File: config.mk
export PLATFORM = sky130hd
export DESIGN_NAME = link_frame_receiver
export DESIGN_NICKNAME = d
export VERILOG_FILES = /design/src/sv/lfr_pkg.sv /design/src/sv/lfr_parser.sv /design/src/sv/lfr_reply_gen.sv /design/src/sv/link_frame_receiver.sv
export SDC_FILE = /design/constraint.sdc
export NUM_CORES = 1
export LEC_CHECK = 0
export ABC_AREA = 0
export BUFFER_PORTS_ARGS = -buffer_cell sky130_fd_sc_hd__buf_4
export CAP_MARGIN = 15
export CORE_MARGIN = 5
export CORE_UTILIZATION = 53
export CTS_BUF_LIST = sky130_fd_sc_hd__clkbuf_2
export DETAILED_ROUTE_END_ITERATION = 8
export PLACE_DENSITY = 0.83
export SETUP_SLACK_MARGIN = 0.02
export SLEW_MARGIN = 5
export SYNTH_ARGS = -nofsm -noshare
export SYNTH_HDL_FRONTEND = slang
export SYNTH_SLANG_ARGS = --single-unit
File: constraint.sdc
create_clock -name clk -period 1.7 [get_ports clk]
set_input_delay 0.085 -clock clk [delete_from_list [all_inputs] [get_ports clk]]
set_output_delay 0.085 -clock clk [all_outputs]
set_load 0.02 [all_outputs]
File: src/sv/lfr_pkg.sv
package lfr_pkg;

	// receiver phase codes
	localparam logic [2:0] PH_HUNT  = 3'd0;
	localparam logic [2:0] PH_FLAG  = 3'd1;
	localparam logic [2:0] PH_ADDR  = 3'd2;
	localparam logic [2:0] PH_CTRL  = 3'd3;
	localparam logic [2:0] PH_SETOK = 3'd4;
	localparam logic [2:0] PH_DATA  = 3'd5;

	// frame kinds, as reported in frame_type
	localparam logic [1:0] KIND_SET = 2'd0;
	localparam logic [1:0] KIND_I0  = 2'd1;
	localparam logic [1:0] KIND_I1  = 2'd2;

	// control bytes
	localparam logic [7:0] CTL_SET = 8'h08;
	localparam logic [7:0] CTL_I0  = 8'h80;
	localparam logic [7:0] CTL_I1  = 8'hC0;
	localparam logic [7:0] CTL_UA  = 8'h06;
	localparam logic [7:0] CTL_RR0 = 8'h11;
	localparam logic [7:0] CTL_RR1 = 8'h01;

	// configuration register indexes
	localparam logic [7:0] REG_STATION_ADDRESS = 8'd0;
	localparam logic [7:0] REG_FLAG_VALUE      = 8'd1;

	localparam logic [7:0] STATION_ADDRESS_RST = 8'h03;
	localparam logic [7:0] FLAG_VALUE_RST      = 8'h5C;

	localparam int unsigned REPLY_LEN = 5;

	// one reply request from the parser to the reply generator
	typedef struct packed {
		logic       ok;
		logic [1:0] kind;
	} reply_req_t;

	function automatic logic [7:0] kind_control(input logic [1:0] kind);
		case (kind)
			KIND_I0: kind_control = CTL_I0;
			KIND_I1: kind_control = CTL_I1;
			default: kind_control = CTL_SET;
		endcase
	endfunction

	function automatic logic [7:0] reply_control(input logic [1:0] kind);
		case (kind)
			KIND_I0: reply_control = CTL_RR0;
			KIND_I1: reply_control = CTL_RR1;
			default: reply_control = CTL_UA;
		endcase
	endfunction

endpackage

File: src/sv/lfr_parser.sv
module lfr_parser import lfr_pkg::*; (
	input  logic       clk,
	input  logic       arst_n,
	input  logic [7:0] station_address,
	input  logic [7:0] flag_value,
	input  logic       in_valid,
	output logic       in_ready,
	input  logic [7:0] in_byte,
	output logic       req_valid,
	input  logic       req_ready,
	output reply_req_t req
);

	logic [2:0] phase_q, phase_d;
	logic [1:0] kind_q, kind_d;
	logic [7:0] xor_q, xor_d;
	logic       seen_q, seen_d;
	logic       emit;
	reply_req_t emit_req;
	logic       req_valid_q;
	reply_req_t req_q;
	logic       accept;
	logic       is_flag;

	assign in_ready = !req_valid_q || req_ready;
	assign accept   = in_valid && in_ready;
	assign is_flag  = (in_byte == flag_value);

	always_comb begin
		phase_d  = phase_q;
		kind_d   = kind_q;
		xor_d    = xor_q;
		seen_d   = seen_q;
		emit     = 1'b0;
		emit_req = '{ok: 1'b0, kind: kind_q};
		case (phase_q)
			PH_FLAG: begin
				if (in_byte == station_address) phase_d = PH_ADDR;
				else if (is_flag)               phase_d = PH_FLAG;
				else                            phase_d = PH_HUNT;
			end
			PH_ADDR: begin
				if (in_byte == CTL_SET) begin
					kind_d  = KIND_SET;
					phase_d = PH_CTRL;
				end else if (in_byte == CTL_I0) begin
					kind_d  = KIND_I0;
					phase_d = PH_CTRL;
				end else if (in_byte == CTL_I1) begin
					kind_d  = KIND_I1;
					phase_d = PH_CTRL;
				end else if (is_flag) begin
					phase_d = PH_FLAG;
				end else begin
					phase_d = PH_HUNT;
				end
			end
			PH_CTRL: begin
				// BCC1 compare wins over a repeated flag
				if (in_byte == (station_address ^ kind_control(kind_q))) begin
					if (kind_q == KIND_I0 || kind_q == KIND_I1) begin
						xor_d   = '0;
						seen_d  = 1'b0;
						phase_d = PH_DATA;
					end else begin
						phase_d = PH_SETOK;
					end
				end else if (is_flag) begin
					phase_d = PH_FLAG;
				end else begin
					phase_d = PH_HUNT;
				end
			end
			PH_SETOK: begin
				phase_d = PH_HUNT;
				if (is_flag) begin
					emit     = 1'b1;
					emit_req = '{ok: 1'b0, kind: KIND_SET};
				end
			end
			PH_DATA: begin
				if (is_flag) begin
					phase_d  = PH_HUNT;
					emit     = 1'b1;
					emit_req = '{ok: seen_q && (xor_q == 8'h00), kind: kind_q};
				end else begin
					xor_d  = xor_q ^ in_byte;
					seen_d = 1'b1;
				end
			end
			default: begin
				phase_d = is_flag ? PH_FLAG : PH_HUNT;
			end
		endcase
	end

	always_ff @(posedge clk or negedge arst_n) begin
		if (!arst_n) begin
			phase_q <= PH_HUNT;
			kind_q  <= KIND_SET;
			xor_q   <= '0;
			seen_q  <= 1'b0;
		end else if (accept) begin
			phase_q <= phase_d;
			kind_q  <= kind_d;
			xor_q   <= xor_d;
			seen_q  <= seen_d;
		end
	end

	always_ff @(posedge clk or negedge arst_n) begin
		if (!arst_n) begin
			req_valid_q <= 1'b0;
		end else if (accept) begin
			req_valid_q <= emit;
		end else if (req_ready) begin
			req_valid_q <= 1'b0;
		end
	end

	always_ff @(posedge clk) begin
		if (accept && emit) req_q <= emit_req;
	end

	assign req_valid = req_valid_q;
	assign req       = req_q;

	// every reply request comes from a frame close, after which we hunt
	a_req_after_close: assert property (@(posedge clk) disable iff (!arst_n)
		accept && emit |=> req_valid_q && phase_q == PH_HUNT)
		else $error("reply request without return to hunting");

	a_phase_legal: assert property (@(posedge clk) disable iff (!arst_n)
		phase_q <= PH_DATA)
		else $error("parser phase left the legal range");

	a_set_ok_zero: assert property (@(posedge clk) disable iff (!arst_n)
		req_valid_q && req_q.kind == KIND_SET |-> !req_q.ok)
		else $error("SET reply flagged with a payload check");

endmodule

File: src/sv/lfr_reply_gen.sv
module lfr_reply_gen import lfr_pkg::*; (
	input  logic       clk,
	input  logic       arst_n,
	input  logic [7:0] station_address,
	input  logic [7:0] flag_value,
	input  logic       req_valid,
	output logic       req_ready,
	input  reply_req_t req,
	output logic       out_valid,
	input  logic       out_ready,
	output logic [7:0] out_byte,
	output logic       out_last,
	output reply_req_t out_info
);

	logic       busy_q;
	logic [2:0] cnt_q;
	reply_req_t info_q;
	logic       valid_q;
	logic [7:0] byte_q;
	logic       last_q;
	reply_req_t oinfo_q;
	logic       load;
	logic [7:0] ctl;
	logic [7:0] next_byte;

	assign req_ready = !busy_q;
	assign load      = busy_q && (!valid_q || out_ready);
	assign ctl       = reply_control(info_q.kind);

	always_comb begin
		case (cnt_q)
			3'd0:    next_byte = flag_value;
			3'd1:    next_byte = station_address;
			3'd2:    next_byte = ctl;
			3'd3:    next_byte = station_address ^ ctl;
			default: next_byte = flag_value;
		endcase
	end

	always_ff @(posedge clk or negedge arst_n) begin
		if (!arst_n) begin
			busy_q  <= 1'b0;
			cnt_q   <= '0;
			valid_q <= 1'b0;
		end else begin
			if (req_valid && !busy_q) begin
				busy_q <= 1'b1;
				cnt_q  <= '0;
			end else if (load) begin
				cnt_q <= cnt_q + 3'd1;
				if (cnt_q == 3'(REPLY_LEN - 1)) busy_q <= 1'b0;
			end
			if (load)           valid_q <= 1'b1;
			else if (out_ready) valid_q <= 1'b0;
		end
	end

	always_ff @(posedge clk) begin
		if (req_valid && !busy_q) info_q <= req;
		if (load) begin
			byte_q  <= next_byte;
			last_q  <= (cnt_q == 3'(REPLY_LEN - 1));
			oinfo_q <= info_q;
		end
	end

	assign out_valid = valid_q;
	assign out_byte  = byte_q;
	assign out_last  = last_q;
	assign out_info  = oinfo_q;

	a_cnt_range: assert property (@(posedge clk) disable iff (!arst_n)
		busy_q |-> cnt_q < 3'(REPLY_LEN))
		else $error("reply byte counter out of range");

	a_req_starts: assert property (@(posedge clk) disable iff (!arst_n)
		req_valid && req_ready |=> busy_q && cnt_q == 3'd0)
		else $error("reply request not taken up");

	a_last_ends: assert property (@(posedge clk) disable iff (!arst_n)
		load && cnt_q == 3'(REPLY_LEN - 1) |=> !busy_q && out_last)
		else $error("reply did not end on its last byte");

endmodule

File: src/sv/link_frame_receiver.sv
// channel   dir  handshake          payload
// s_axis    in   s_tvalid/s_tready  s_tdata: rx_byte
// m_axis    out  m_tvalid/m_tready  m_tdata: tx_byte, m_tlast: last_byte,
//                                   m_tuser: frame_type, payload_check_ok
// cfg       in   cfg_valid/cfg_ready cfg_index, cfg_data
//
// One received byte per cycle is taken while no reply request waits for the reply
// generator. A closing byte raises a request at its edge; the generator takes it
// once idle and, while m_tready does not stall, loads one reply byte per cycle into
// its output register. The input is held only while a second request waits for
// the generator to load its fifth byte; a stall on m_tready holds the output
// register and so stretches that wait. Reset returns to flag hunting with defaults.
module link_frame_receiver import lfr_pkg::*; (
	input  logic       clk,
	input  logic       arst_n,
	input  logic       s_tvalid,
	output logic       s_tready,
	input  logic [7:0] s_tdata,   // [7:0] rx_byte
	output logic       m_tvalid,
	input  logic       m_tready,
	output logic [7:0] m_tdata,   // [7:0] tx_byte
	output logic       m_tlast,
	output logic [2:0] m_tuser,   // [1:0] frame_type, [2] payload_check_ok
	input  logic       cfg_valid,
	output logic       cfg_ready,
	input  logic [7:0] cfg_index,
	input  logic [7:0] cfg_data
);

	logic [7:0] station_address_q;
	logic [7:0] flag_value_q;
	logic       req_valid;
	logic       req_ready;
	reply_req_t req;
	reply_req_t out_info;

	assign cfg_ready = 1'b1;

	always_ff @(posedge clk or negedge arst_n) begin
		if (!arst_n) begin
			station_address_q <= STATION_ADDRESS_RST;
			flag_value_q      <= FLAG_VALUE_RST;
		end else if (cfg_valid) begin
			case (cfg_index)
				REG_STATION_ADDRESS: station_address_q <= cfg_data;
				REG_FLAG_VALUE:      flag_value_q      <= cfg_data;
				default: ;
			endcase
		end
	end

	lfr_parser u_parser (
		.clk             (clk),
		.arst_n          (arst_n),
		.station_address (station_address_q),
		.flag_value      (flag_value_q),
		.in_valid        (s_tvalid),
		.in_ready        (s_tready),
		.in_byte         (s_tdata),
		.req_valid       (req_valid),
		.req_ready       (req_ready),
		.req             (req)
	);

	lfr_reply_gen u_reply (
		.clk             (clk),
		.arst_n          (arst_n),
		.station_address (station_address_q),
		.flag_value      (flag_value_q),
		.req_valid       (req_valid),
		.req_ready       (req_ready),
		.req             (req),
		.out_valid       (m_tvalid),
		.out_ready       (m_tready),
		.out_byte        (m_tdata),
		.out_last        (m_tlast),
		.out_info        (out_info)
	);

	assign m_tuser = {out_info.ok, out_info.kind};

endmodule
==> results of run 1 <==
## synthesized netlist by cell type (all sizes together) (3+ instances only)
cell type,count
dfrtp,30
o21ai,26
nor2,25
edfxtp,18
inv,17
mux2,16
xor2,12
nand2,11
nor2b,10
ha,7
nand3,7
xnor2,7
a21oi,6
dfstp,6
nor4,6
clkbuf,5
nand2b,5
a22o,4
buf,4
or3,4
a2111oi,3
a21o,3
a31oi,3
## sequential cells by signal (all words and copies together) (netlist names), 2 cells and up
register           cells
u_parser.phase_q       3
station_address_q      8
u_parser.xor_q         8
u_parser.kind_q        2
u_reply.out_info       3
u_reply.out_byte       8
u_reply.cnt_q          3
flag_value_q           8
u_parser.req           3
u_reply.info_q         3
## repair_timing
action,4_1_cts,5_1_grt
pin swaps,8,9
cloned,0,0
endpoints found under the setup margin,22,26
resized for setup,23,32
setup buffers,3,4
hold buffers,15,0
endpoints found under the hold margin,58,0
## per-layer routing
metal	track usage [%]	vias to the layer above	wire, um
li1	-	1148	-
met4	7.28	0	105
met1	26.1	1196	3020
met2	37.8	73	4150
met3	4.16	12	389
met5	0	-	0
## cell type report
cell class,instances,area [sq um]
multi-input cells,184,1510
flip-flops and latches,54,1450
fillers,305,1130
repair buffers,105,841
well taps,70,87.6
clock inverters,3,63.8
inverters,17,63.8
clock buffers,5,25.0
## tightest hold or removal path, cell delays in order
cell,delay (ns)
buf_4,0.12
nor2b_1,0.12
o21ai_0,0.08
o21ai_1,0.07
## final timing paths
path	from	endpoint	depth (start not counted)	slack (ns)
max in group asynchronous	arst_n	flag_value_q[2]	2	1.25
worst min register to register	u_parser.req[0]	u_reply.info_q[0]	0	0.47
worst max register to register	u_parser.kind_q[0]	u_parser.seen_q	8	-0.17
worst min-delay path	s_tdata[0]	u_parser.xor_q[0]	4	0.04
min in group asynchronous	arst_n	u_parser.phase_q[0]	2	0.06
worst max-delay path	u_parser.kind_q[0]	u_parser.seen_q	8	-0.17
## power by group through the flow
| stage | logic [mW] | registers, mW | clock network (mW) |
|---|---|---|---|
| final | 1.71 | 1.74 | 0.801 |
| after global routing | 1.84 | 1.76 | 0.878 |
| after CTS | 1.46 | 1.71 | 0.816 |
| after detailed placement | 1.32 | 1.74 | 0 |
| after global placement | 1.28 | 1.72 | 0 |
| after floorplan | 0.603 | 1.85 | 0 |
## stage by stage
stage,power (mW),hold slack (ns)
after floorplan,2.46,-0.211
after global placement,3.01,0.0721
after detailed placement,3.05,0.0701
after CTS,3.99,0.0255
after global routing,4.48,0.0519
final,4.24,0.0352
## kinds of logic (layout without fill, tap and decap cells)
group / count (synthesis) / after routing
muxes: 18 / 18
and+or+nand+nor: 82 / 82
DFF: 54 / 54
adders and majority gates: 7 / 7
xor gates and xnor gates: 20 / 20
AOI/OAI and AO/OA: 56 / 56
other: 1 / 1
buffers and inverters: 26 / 130
==> qor.yml, run 1 <==
outcome:
  status: "finished with violations"
  violations: "negative setup slack"
sta:
  fin_setup_tns_ns: -1.33
  max_freq_mhz: 534
  clock_skew_ns: 0.0247
  hold_violations: 0
  finalCriticalPeriod_ns: 1.87
  worstMarginPinSlew_ns: 0.609
  fin_crit_sh_pct: 110
  setup_viol: 15
  relSlewSlack_pct: 58.4
  worst_slack_ns: -0.172
  timing.final.max_slew_violations: 0
  rsz0062_at_grt: "yes"
route:
  ant_nets: 0
  drt-vias-per-instance: 5.55
  dr.pass1.iters: 4
  drt_iter0_drc: 130
  drt_wl_total_mm: 7.67
  drcViolationCount: 0
  vias: 2429
  wire_per_inst_um: 17.5
clock_tree:
  cts_sinks: 54
  numCtsBuffers: 5
  cts_tree: "yes"
  cts_buffer_depth: 2
  cts_root_buffer: "clkbuf_2"
  clk_latency_ns: 0.46
  clkSlewWorstSetupHoldPaths_ns: 0.28
  htree_levels: 2
worst_setup_path:
  crit_type: "reg2reg"
  startpoint_type: "flip-flop"
  cp.arrival_ns: 2.28
  crit_required_ns: 2.10
  cp_num_buf_inv: 3
  crit_slowest_cell: "dfrtp_1"
  crit_path_end_kind: "flip-flop"
  cp_top_family: "simple AND/OR/NAND/NOR gates"
  critPathMaxStageDelay_ns: 0.44
  critPathMaxFanout: 2
  cp_common_cell: "buf_4"
  path_cells: "inv_2, ha_4, or3_4, buf_4, nor4_4, buf_4, nand2_1, a21o_1"
placed_design:
  dp.cells: 408
  dp_slack_ns: -0.198
  place_congestion: 0.915
  place_hpwl_mm: 5.14
  io_buffers: 42
  place_area_sq_um: 3550
synthesis:
  synth_edf_count: 18
  netlist.area_leader.share_pct: 26.3
  synth_top_flop_cell: "dfrtp_1"
  post_synth_and_or_nand_nor_area_fraction_pct: 15.4
  synthAdderAreaFrac_pct: 3.07
  syn-num-nets: 300
  async_reset_ff_share_pct: 66.7
  synth_top_cell_by_area: "dfrtp_1"
  synth_xor_area_share_pct: 6.63
  synth_top_family_by_area: "simple AND/OR/NAND/NOR gates"
  synthCells: 264
  muxShareOfSynthArea_pct: 7.02
  ys_types: 51
  ys_seq_elements: 54
  syn_area_sq_um: 2850
  netlist_top_cells_area: "dfrtp_1 (26%), edfxtp_1 (19%), mux2_2 (6.3%)"
  synth_compound_gate_area_share_pct: 12.8
  syn_avg_cell_area_sq_um: 10.8
  synth.yosys.seq_area_share_pct: 50.8
  yosysWarnings: 0
finish:
  syn2layout_area_growth_pct: 41.8
  final_cells: 438
  mostFrequentLayoutCells: "buf_4 (86), dfrtp_1 (29), nor2_1 (23)"
  fin_area_sq_um: 4040
  final_nets: 403
  diodes: 0
  drive_above_1_share_pct: 43.2
  utilization_pct: 78.1
  final_common_cell: "buf_4"
power:
  internal_power_mw: 2.80
  combPwrFrac_pct: 40.2
  p_switching_mw: 1.45
  clkPwrFrac_pct: 18.9
  p_per_area_nw_per_um2: 1050
  sw_frac_of_total_pct: 34.1
  p_leak_nw: 1.79
  peakVddDrop_mv: 0.559
  seqPwrFrac_pct: 40.9
global_route:
  grt_pass1_vias: 2521
  grt_util_all_layers_pct: 21.4
  grt_start_max_net_pins: 37
  antenna_found_initial: 0
  grt_pass1_wl_mm: 12.1
  overflow: 0
die:
  io_pins: 44
  start_util_pct: 55.1
  die_x_um: 83.3
  core_sq_um: 5170
  placementRows: 26
  die-area_sq_um: 6940
  die_y_um: 83.3
flow_run:
  maxCapViolCount: 0
hold_path:
  hold_path_class: "in2reg"
Power figures use the tool's default switching activity.
==> run 2: changes to the inputs <==
- CORE_UTILIZATION: 53 -> 56
- PLACE_DENSITY: 0.83 -> 0.84
- clock period: 1.7 -> 2.4 ns (I/O delays scaled with it)
==> run 2 against run 1 <==
Compared with the run above:
- the flow now finishes without violations
- core utilization fell by 11 points
- register-to-register slack improved by 0.44 ns
- combinational power fell by 54%
- critical endpoint is now u_reply.out_byte[4]
- via count fell by 9.8%
- clock skew fell by 0.015 ns
- non-clock buffer count fell by 48
- die area fell by 4.7%
- setup slack improved by 0.44 ns
- highest routed layer unchanged
- hold slack improved by 0.012 ns
- total power fell by 45%
- largest power group unchanged
- global-route usage fell by 1.2 points
- sequential share of layout area rose by 6.9 points
==> qor.yml, run 2 (synthesis gave the netlist of run 1 again) <==
worst_setup_path:
  cp.arrival_ns: 2.46
  crit_path_end_kind: "flip-flop"
  rr_worst_depth: 5
  crit_type: "reg2reg"
  critPathMaxFanout: 6
  startpoint_type: "flip-flop"
  r2r_end: "u_reply.out_byte[4]"
  rr_startpoint: "u_reply.cnt_q[1]"
  crit_required_ns: 2.73
  worst-r2r-setup-slack_ns: 0.27
route:
  wire_per_inst_um: 15.2
  drcViolationCount: 0
  drt_iter0_drc: 122
  drt_wl_total_mm: 5.92
  dr.pass1.iters: 4
  vias: 2191
  drt-vias-per-instance: 5.62
  ant_nets: 0
placed_design:
  place_congestion: 0.880
  dp.cells: 369
  place_area_sq_um: 3210
  place_hpwl_mm: 4.46
  io_buffers: 42
hold_path:
  min_from: "s_tdata[3]"
  hold_path_class: "in2reg"
  min_to: "u_parser.xor_q[3]"
  hold-path-cell-count: 4
sta:
  relSlewSlack_pct: 58.9
  timing.final.max_slew_violations: 0
  fin_setup_tns_ns: 0
  clock_skew_ns: 0.00965
  whs_ns: 0.0476
  setup_viol: 0
  finalCriticalPeriod_ns: 2.13
  hold_violations: 0
  rsz0062_at_grt: "no"
  worstMarginPinSlew_ns: 0.615
  fin_crit_sh_pct: 88.8
  max_freq_mhz: 469
clock_tree:
  htree_levels: 2
  cts_sinks: 54
  cts_tree: "yes"
  cts_resized: 0
  numCtsBuffers: 5
  clkSlewWorstSetupHoldPaths_ns: 0.25
  cts_buffer_depth: 2
  clk_latency_ns: 0.43
  cts_setup_buffers: 0
  cts_root_buffer: "clkbuf_2"
  cts_hold_buf: 11
die:
  io_pins: 44
  start_util_pct: 56.9
  die_x_um: 81.3
  die-area_sq_um: 6620
  placementRows: 26
  core_sq_um: 5010
  die_y_um: 81.3
finish:
  utilization_pct: 67.6
  mostFrequentLayoutCells: "buf_4 (44), dfrtp_1 (30), o21ai_0 (26)"
  final_cells: 390
  fin_area_sq_um: 3390
  final_common_cell: "buf_4"
  diodes: 0
  drive_above_1_share_pct: 24.4
  syn2layout_area_growth_pct: 18.8
  final_nets: 355
  fill_cells: 413
global_route:
  antenna_found_initial: 0
  grt_pass1_wl_mm: 10.1
  grt_util_all_layers_pct: 20.2
  grt_start_max_net_pins: 37
  overflow: 0
  grt_pass1_vias: 2174
power:
  p_leak_nw: 1.48
  p_per_area_nw_per_um2: 695
  peakVddDrop_mv: 0.318
outcome:
  status: "completed"
flow_run:
  maxCapViolCount: 0
run 2: cell types whose count changed in the layout (fill, tap and decap cells not counted), sizes merged:
cell         previous run  this run
buf                    90        44
bufinv                  2         0
clkinv                  1         2
clkinvlp                0         1
dlygate4sd3            15        13
run 2: cell type report:
type	count	area (sq um)	share of cell area, %
Tap cell	70	87.6	2.59
Timing Repair Buffer	57	460	13.6
Multi-Input combinational cell	184	1280	37.9
Sequential cell	54	1450	42.8
Clock buffer	5	25.0	0.739
Inverter	17	63.8	1.88
Clock inverter	3	16.3	0.480
run 2: through the flow:
| step | setup slack [ns] | power (mW) |
|---|---|---|
| final | 0.269 | 2.35 |
| after global routing | 0.0289 | 2.50 |
| after CTS | 0.316 | 2.36 |
| after detailed placement | 0.339 | 2.01 |
| after global placement | 0.382 | 1.98 |
| after floorplan | 0.510 | 1.72 |
run 2: worst max-delay path, stage by stage (launching register included):
cell	delay (ns)
dfrtp_1	0.45
inv_1	0.09
ha_1	0.26
o21ai_0	0.46
nor2b_1	0.54
a221o_1	0.24
run 2: worst max-delay path by stage:
stage | start | endpoint | cells after the start
final | u_reply.cnt_q[1] | u_reply.out_byte[4] | 5
after global routing | u_parser.kind_q[0] | u_parser.xor_q[7] | 6
after CTS | u_parser.kind_q[0] | u_parser.xor_q[7] | 6
after detailed placement | u_parser.kind_q[0] | u_parser.xor_q[1] | 6
after global placement | u_parser.kind_q[0] | u_parser.xor_q[0] | 6
after floorplan | u_parser.kind_q[0] | u_parser.phase_q[0] | 6
run 2: layer usage:
metal  up-vias  GRT usage [%]  share of wire, %
met5         -              0                 0
met4         0           6.25               1.2
met3        10           4.43               4.2
met2        62           34.9                52
met1      1059           25.1                42
li1       1060              -                 -
run 2: power breakdown:
| group | switching, mW | internal (mW) | total [mW] | leakage (nW) |
|---|---|---|---|---|
| registers | 0.104 | 1.13 | 1.23 | 0.603 |
| clock network | 0.276 | 0.0664 | 0.342 | 0.0264 |
| logic | 0.460 | 0.319 | 0.779 | 0.855 |
| total | 0.840 | 1.51 | 2.35 | 1.48 |
